**config.mk**
```make
export PLATFORM = sky130hd
export DESIGN_NAME = lgs_row
export DESIGN_NICKNAME = d
export VERILOG_FILES = /design/src/sv/life_grid_generation_step_top_defines.svh /design/src/sv/lgs_pkg.sv /design/src/sv/lgs_row.sv
export SDC_FILE = /design/constraint.sdc
export NUM_CORES = 1
export LEC_CHECK = 0
export ABC_AREA = 1
export BUFFER_PORTS_ARGS = -buffer_cell sky130_fd_sc_hd__buf_4
export CAP_MARGIN = 0
export CELL_PAD_IN_SITES_DETAIL_PLACEMENT = 0
export CELL_PAD_IN_SITES_GLOBAL_PLACEMENT = 1
export CORE_MARGIN = 2
export CORE_UTILIZATION = 30
export CTS_BUF_LIST = sky130_fd_sc_hd__clkbuf_8
export CTS_CLUSTER_DIAMETER = 200
export DETAILED_ROUTE_END_ITERATION = 8
export GPL_ROUTABILITY_DRIVEN = 1
export HOLD_SLACK_MARGIN = 0.06
export PLACE_DENSITY_LB_ADDON = 0.1
export SLEW_MARGIN = 20
export SYNTH_ARGS = -nofsm -noshare
export SYNTH_HDL_FRONTEND = slang
export SYNTH_SLANG_ARGS = --single-unit
```
**constraint.sdc**
```tcl
create_clock -name clk -period 6.7 [get_ports clk]
set_input_delay 0.335 -clock clk [delete_from_list [all_inputs] [get_ports clk]]
set_output_delay 0.335 -clock clk [all_outputs]
set_load 0.01 [all_outputs]
```
**src/sv/life_grid_generation_step_top_defines.svh**
```systemverilog
// Assertion helpers shared by the life grid RTL.
`ifndef LIFE_GRID_GENERATION_STEP_TOP_DEFINES_SVH
`define LIFE_GRID_GENERATION_STEP_TOP_DEFINES_SVH

// Same-cycle implication, sampled on clk, off during reset.
`define LGS_ASSERT_SAME(label, ante, cons) \
    label: assert property (@(posedge clk) disable iff (!rst_n) (ante) |-> (cons)) \
        else $error("life grid check failed");

// Next-cycle implication, sampled on clk, off during reset.
`define LGS_ASSERT_NEXT(label, ante, cons) \
    label: assert property (@(posedge clk) disable iff (!rst_n) (ante) |=> (cons)) \
        else $error("life grid check failed");

`endif

```
**src/sv/lgs_pkg.sv**
```systemverilog
`default_nettype none
package lgs_pkg;

    localparam int unsigned GRID_SIZE = 32;

    // Wide enough to hold any grid size up to 64 for index compares
    localparam int unsigned IDX_CMP_W = 7;

    localparam logic [1:0] OP_WRITE = 2'd0;
    localparam logic [1:0] OP_READ  = 2'd1;
    localparam logic [1:0] OP_STEP  = 2'd2;

    localparam logic [3:0] BIRTH_COUNT   = 4'd3;
    localparam logic [3:0] SURVIVE_COUNT = 4'd2;

    typedef logic [GRID_SIZE-1:0] row_t;

    typedef struct packed {
        logic step;
        logic wr;
        logic wr_val;
        row_t col_sel;
    } lgs_ctrl_t;

    function automatic logic life_rule(input logic self_alive, input logic [3:0] live);
        logic nxt;
        nxt = (live == BIRTH_COUNT) || (self_alive && (live == SURVIVE_COUNT));
        return nxt;
    endfunction

endpackage
`default_nettype wire

```
**src/sv/lgs_row.sv**
```systemverilog
`default_nettype none
module lgs_row (
    input  wire logic              clk,
    input  wire logic              rst_n,
    input  wire lgs_pkg::lgs_ctrl_t ctrl,
    input  wire logic              row_hit,
    input  wire lgs_pkg::row_t     above,
    input  wire lgs_pkg::row_t     below,
    output lgs_pkg::row_t          cells,
    output logic                   rd_bit
);

    lgs_pkg::row_t                      row_reg;
    lgs_pkg::row_t                      row_next;
    logic [lgs_pkg::GRID_SIZE+1:0]      a_pad;
    logic [lgs_pkg::GRID_SIZE+1:0]      m_pad;
    logic [lgs_pkg::GRID_SIZE+1:0]      b_pad;
    logic [3:0]                         live [lgs_pkg::GRID_SIZE];
    lgs_pkg::row_t                      gen_row;

    // Pad with dead cells so the edge columns see no neighbors outside the grid
    assign a_pad = {1'b0, above, 1'b0};
    assign m_pad = {1'b0, row_reg, 1'b0};
    assign b_pad = {1'b0, below, 1'b0};

    always_comb
    begin
        for (int c = 0; c < lgs_pkg::GRID_SIZE; c++)
        begin
            live[c] = 4'(a_pad[c]) + 4'(a_pad[c+1]) + 4'(a_pad[c+2])
                    + 4'(m_pad[c]) + 4'(m_pad[c+2])
                    + 4'(b_pad[c]) + 4'(b_pad[c+1]) + 4'(b_pad[c+2]);
            gen_row[c] = lgs_pkg::life_rule(row_reg[c], live[c]);
        end
    end

    always_comb
    begin
        row_next = row_reg;
        if (ctrl.step)
        begin
            row_next = gen_row;
        end
        else if (ctrl.wr && row_hit)
        begin
            row_next = (row_reg & ~ctrl.col_sel) | (ctrl.col_sel & {lgs_pkg::GRID_SIZE{ctrl.wr_val}});
        end
    end

    always_ff @(posedge clk or negedge rst_n)
    begin
        if (!rst_n)
        begin
            row_reg <= '0;
        end
        else
        begin
            row_reg <= row_next;
        end
    end

    assign cells  = row_reg;
    assign rd_bit = row_hit & (|(row_reg & ctrl.col_sel));

endmodule
`default_nettype wire

```
# Word-level counts from Yosys, hierarchy flattened
# Index checks and enable logic that the tools add are counted.
[totals] reg_bits=32 output_inout_bits=33 in_bits=102 wordCells=357
[op_classes] mux=2 eq_ne=64 reduce_logical=67 add_sub_neg=217 bitwise_logic=6
[ops] cell="adder 4 x 1 -> 4 bit" count=124
[ops] cell="equality test 4 x 2 -> 1 bit (second input constant)" count=64
[ops] cell="adder 3 x 1 -> 4 bit" count=31
[ops] cell="bitwise AND 32 bit" count=3
[ops] cell="adder 2 x 1 -> 3 bit" count=31
[ops] cell="2-to-1 mux 32 bit" count=2
[ops] cell="adder 1 x 1 -> 2 bit" count=31
[ops] cell="logical AND 1 bit" count=33
[ops] cell="logical OR 1 bit" count=32
[ops] cell="inverter 32 bit" count=1
[ops] cell="bitwise OR 32 bit" count=1
[ops] cell="OR reduction 32 bit" count=1
[ops] cell="nonzero test 2 bit" count=1
[ops] cell="bitwise AND 1 bit" count=1

# Longest topological paths before layout
# Gate-level depths: netlist of run 1.
[depth] ltp_word=11 mapped_depth=11 ltp_nobuf=11

# Worst setup path after synthesis of run 1
# OpenSTA, ideal clock, no wires.
[synth_path] kind="in2reg" startpoint="in above[8]" endpoint="reg (tool-made name)" n_path_buf=0 required_time_ns=6.618 arrival_time_ns=2.893 setup_time_ns=0.082 path_stages=11 setup_slack_ns=3.725 path_cell_list="inv_1 fa_1 fa_1 fa_1 inv_1 ha_1 fa_1 nand2_2 nor2_1 nand4_1 a22oi_2"
[synth_rtl] item="from (decl)" line="lgs_row.sv:7" rtl="input wire lgs_pkg::row_t above,"

==> results of run 1 <==
critical path: stages:
cell and delay, ps:
buf_4 110, inv_1 140, fa_1 460, fa_1 460, fa_1 490, inv_1 40
ha_1 190, fa_1 500, nand2_2 50, nor2_1 120, nand4_1 110, a22oi_2 120
cells in the final DEF (no fill, tap or decap):
master,count
o21ai_0,28
dfrtp_1,32
xnor2_1,1
buf_4,134
nand2_2,1
o21ai_1,1
nor3_1,2
xor2_1,1
inv_1,248
fa_1,124
o211a_1,28
a21oi_1,33
a21boi_1,29
nand3_1,2
a22oi_2,1
nor2_8,1
clkinv_2,2
ha_1,92
a31oi_1,1
clkbuf_8,6
nor2_1,47
inv_2,2
nand4_1,30
nand2_1,147
dlygate4sd3_1,1
logic make-up after synthesis:
kind of cell               share of synthesized area (%)
AOI/OAI and AO/OA                                   11.3
xor gates and xnor gates                           0.240
adders and majority gates                           49.7
buffers and inverters                               14.6
DFF                                                 11.0
and+or+nand+nor                                     13.2
power by group:
part / switching [mW] / internal (mW)
combinational: 0.928 / 0.785
sequential: 0.0733 / 0.246
clock: 0.106 / 0.0826
cells in the mapped netlist, types with 6 or more instances:
master	instances
nand2_1	147
o211a_1	28
nand4_1	30
a21boi_1	29
inv_1	248
o21ai_0	28
dfrtp_1	32
nor2_1	47
a21oi_1	33
buf_4	6
buf_6	6
ha_1	92
fa_1	124
through the flow:
step | total power, mW | instance area [sq um]
CTS | 2.28 | 8690
global route | 2.61 | 8690
global placement | 2.08 | 8590
floorplan | 1.59 | 7310
finish | 2.22 | 8690
detailed placement | 2.07 | 8590
worst paths after layout:
check                           startpoint   endpoint  depth (start not counted)
max in group asynchronous            rst_n  async pin                          2
worst max register to register   flip-flop  flip-flop                         10
worst min register to register   flip-flop  flip-flop                          2
worst min-delay path               ctrl[0]  flip-flop                          3
worst max-delay path              below[8]  flip-flop                         12
min in group asynchronous            rst_n  async pin                          2
layout make-up:
class / instances / area, sq um
clock buffer: 6 / 82.6
clock inverter: 2 / 10.0
fill: 2648 / 15400
inverter: 250 / 938
multi-input combinational: 569 / 5440
sequential: 32 / 801
tap: 324 / 405
timing repair buffer: 135 / 1020
layer usage:
layer  up-vias  global-route usage (%)
met5         -                       0
met4         0                    1.88
met3         5                    3.48
met2        91                    26.0
li1       2905                       -
met1      2627                    20.7
repair_timing:
action	4_1_cts	5_1_grt
hold buffers	1	0
endpoints found under the hold margin	32	0
resized for setup	0	0
==> flow_summary.ini, run 1 <==
[synth]
syn-cell-area_sq_mm = 0.00731
yosysWarnings = 0
synth.yosys.seq_area_share_pct = 11.0
syn_avg_cell_area_sq_um = 8.46
syn_inst = 864
ys_top_cells_by_area = fa_1 34%, ha_1 16%, inv_1 13%
yosysUniqueCellTypes = 24
async_flop_share_pct = 100
synth_fp_nets = 1182
synth_flop_cell = dfrtp_1
synth_top_area_share_pct = 33.9
synth_edf_count = 0
yosys.area.top_type = fa_1
ys_seq_elements = 32

[die]
fp-row-count = 57
floorplan.initialDensity_pct = 30.3
dieArea_sq_mm = 0.0256
io-pin-count = 135
core_area_sq_mm = 0.0241
die_y_microns = 160
die_w_microns = 160

[placed_design]
place_ws_ps = 3470
place.port_buffers = 134
gp_congestion = 0.767
dp_hpwl_microns = 15300
dp.cells = 1309

[drt]
wire_per_inst_microns = 14.0
firstDrtPassIters = 6
met2RoutedLength_microns = 8820
wl_met1_microns = 8690
drcViolationCount = 0
antenna_left = 0
viasPerCell = 4.27
drtIter0Drc = 203
top_layer_used = met4
wl_met3_microns = 852
wl_microns = 18500
vias = 5628

[min_path]
hold_path_class = input port to flip-flop

[cells_and_area]
area_growth_pct = 18.9
diodes = 0
post-route-util_pct = 36.1
drive_gt1_share_pct = 14.8
stdcell_count = 1318
layout.nets = 1311

[sta]
tightest_slew_ps = 863
hold_viol_final = 0
whs_ps = 289
fin_crit_ps = 2870
setup_slack_ps = 3830
final.setup_skew_ps = 17.6
drv_slew = 0
fin_crit_sh_pct = 42.8
setup_viol = 0
slew_headroom_pct = 42.5
fmax_mhz = 348
finalSetupTns_ps = 0
rsz0062_at_grt = no

[power_and_ir_drop]
leakagePower_nw = 4.89
power_density_mw_per_mm2 = 256
max-vdd-ir-drop_v = 0.000105

[cts]
cts_setup_buffers = 0
insertion_delay_ps = 330
htree_levels = 2
cts_root_buf = clkbuf_8
cts.path.max_buffers = 2
cts_buffers = 5
cts_tree = done
cts_sinks = 32
path_clk_slew_ps = 90

[critical_path]
startpoint_type = input port
arrival_ps = 3120
critPathKind = input port to flip-flop
required_ps = 6950
r2r_setup_slack_ps = 3930
path_max_fanout = 3
endpoint_kind = flip-flop

[grt]
grt_usage_pct = 15.4
grt_overflow = 0
grt_max_degree = 64
grt_pass1_wl_microns = 31200
antenna_found_initial = 0
grt_pass1_vias = 5986

[run]
cap_violations = 0

[status]
outcome = complete, no violations
Note: power is estimated with default switching activity, not from simulation.
==> run 2: changes to the inputs <==
==> constraint.sdc (replaced) <==
create_clock -name clk -period 2.4 [get_ports clk]
set_input_delay 0.12 -clock clk [delete_from_list [all_inputs] [get_ports clk]]
set_output_delay 0.12 -clock clk [all_outputs]
set_load 0.01 [all_outputs]
==> flow_summary.ini, run 2 (synthesis gave the netlist of run 1 again) <==
[status]
outcome = finished, violations left
violations = setup timing

[run]
cap_violations = 0

[critical_path]
critPathKind = input port to flip-flop
r2r_setup_slack_ps = -160
path_common_cell = fa_1
r2r_cells = 10
required_ps = 2650
endpoint_kind = flip-flop
path_max_fanout = 2
crit_slowest_cell = fa_1
crit_chain = buf_8 -> inv_4 -> fa_1 -> fa_1 -> fa_1 -> inv_2 -> ha_4 -> fa_1 -> nand2_2 -> nor2_1 -> nand4_1 -> a22oi_2
startpoint_type = input port
cpPeakStageDelay_ps = 550
arrival_ps = 2810

[grt]
grt_pass1_vias = 6557
antenna_found_initial = 0
grt_pass1_wl_microns = 32700
grt_usage_pct = 16.0
grt_max_degree = 46
grt_overflow = 0

[drt]
antenna_left = 0
drtIter0Drc = 203
viasPerCell = 4.20
vias = 6219
firstDrtPassIters = 4
wl_microns = 19600
wire_per_inst_microns = 13.2
drcViolationCount = 0

[placed_design]
dp_hpwl_microns = 16500
place_ws_ps = -558
place.port_buffers = 134
gp_congestion = 0.780

[sta]
fin_crit_sh_pct = 107
drv_slew = 0
setup_viol = 29
final.setup_skew_ps = 8.57
slew_headroom_pct = 50.3
rsz0062_at_grt = yes
hold_viol_final = 0
tightest_slew_ps = 745
fmax_mhz = 390
setup_slack_ps = -161
fin_crit_ps = 2560

[min_path]
hold_path_class = input port to flip-flop
min_from = ctrl[0]
hold_depth = 3

[power_and_ir_drop]
power_density_mw_per_mm2 = 721
leakagePower_nw = 5.60
max-vdd-ir-drop_v = 0.000232

[die]
die_y_microns = 160
fp-row-count = 57
die_w_microns = 160
floorplan.initialDensity_pct = 30.3
core_area_sq_mm = 0.0241
io-pin-count = 135
dieArea_sq_mm = 0.0256

[cells_and_area]
post-route-util_pct = 42.8
diodes = 0
area_growth_pct = 41.0
layout_commonest_cell = buf_4
final_cell_mix = 274 x buf_4, 160 x inv_1, 146 x nand2_1, 123 x fa_1
drive_gt1_share_pct = 37.2
layout.nets = 1473

[cts]
htree_levels = 2
insertion_delay_ps = 320
cts_tree = done
cts.path.max_buffers = 2
path_clk_slew_ps = 90
cts_sinks = 32
cts_root_buf = clkbuf_8
cts_buffers = 5
-- run 2: changes by cell type in the layout (fill, tap and decap cells not counted), sizes merged --
cell	before	now
buf	134	296
clkbuf	6	7
clkinv	2	0
clkinvlp	0	1
inv	250	249
-- run 2: cell type report --
| type | count | area (sq um) |
|---|---|---|
| Clock buffer | 7 | 96.3 |
| Fill cell | 2512 | 13800 |
| Inverter | 250 | 1010 |
| Multi-Input combinational cell | 569 | 5650 |
| Sequential cell | 32 | 801 |
| Tap cell | 324 | 405 |
| Timing Repair Buffer | 297 | 2350 |
-- run 2: power by group --
group | internal, mW | switching, mW
registers | 0.689 | 0.105
clock network | 0.257 | 0.281
logic | 3.08 | 3.02
-- run 2: layer usage --
layer | vias up | GRT usage, % | share of wire, %
met5 | - | 0 | 0
met1 | 2884 | 21.3 | 47
li1 | 3247 | - | -
met4 | 0 | 2.09 | 0.56
met2 | 83 | 27.9 | 48
met3 | 5 | 3.06 | 4.2
-- run 2: per-stage QoR --
stage	hold slack (ps)	instance area [sq um]	instances	TNS, ps	power (mW)
final	83.4	10300	1479	-2030	7.44
after global routing	83.2	10300	1479	-5160	8.61
after CTS	62.4	10100	1472	-2340	7.32
after detailed placement	161	9750	1462	-14730	6.52
after global placement	159	9750	1462	-14250	6.48
after floorplan	-176	7320	864	-7690	4.43
-- run 2: critical path: cells and delay by family --
family / cells / cell delay (ps)
buffers and inverters: 3 / 140
AOI/OAI and AO/OA: 1 / 130
adders and majority gates: 5 / 2160
and+or+nand+nor: 3 / 260
-- run 2: worst max path at each step --
stage                    from         to  slack [ps]  cells past startpoint
global placement     above[9]  flip-flop        -530                     12
global route        flip-flop  flip-flop        -240                      9
detailed placement   above[9]  flip-flop        -560                     12
CTS                 flip-flop  flip-flop        -170                     10
finish               above[8]  flip-flop        -160                     12
floorplan            below[8]  flip-flop        -360                     11
-- run 2: what timing repair did --
action                                 in CTS  in global routing
gates cloned                                0                  0
resized for setup                         158                 41
pin swaps                                  58                 28
hold buffers                                1                  0
endpoints found under the hold margin      32                  0
setup endpoints to repair                  30                 30
buffers inserted                            2                  7
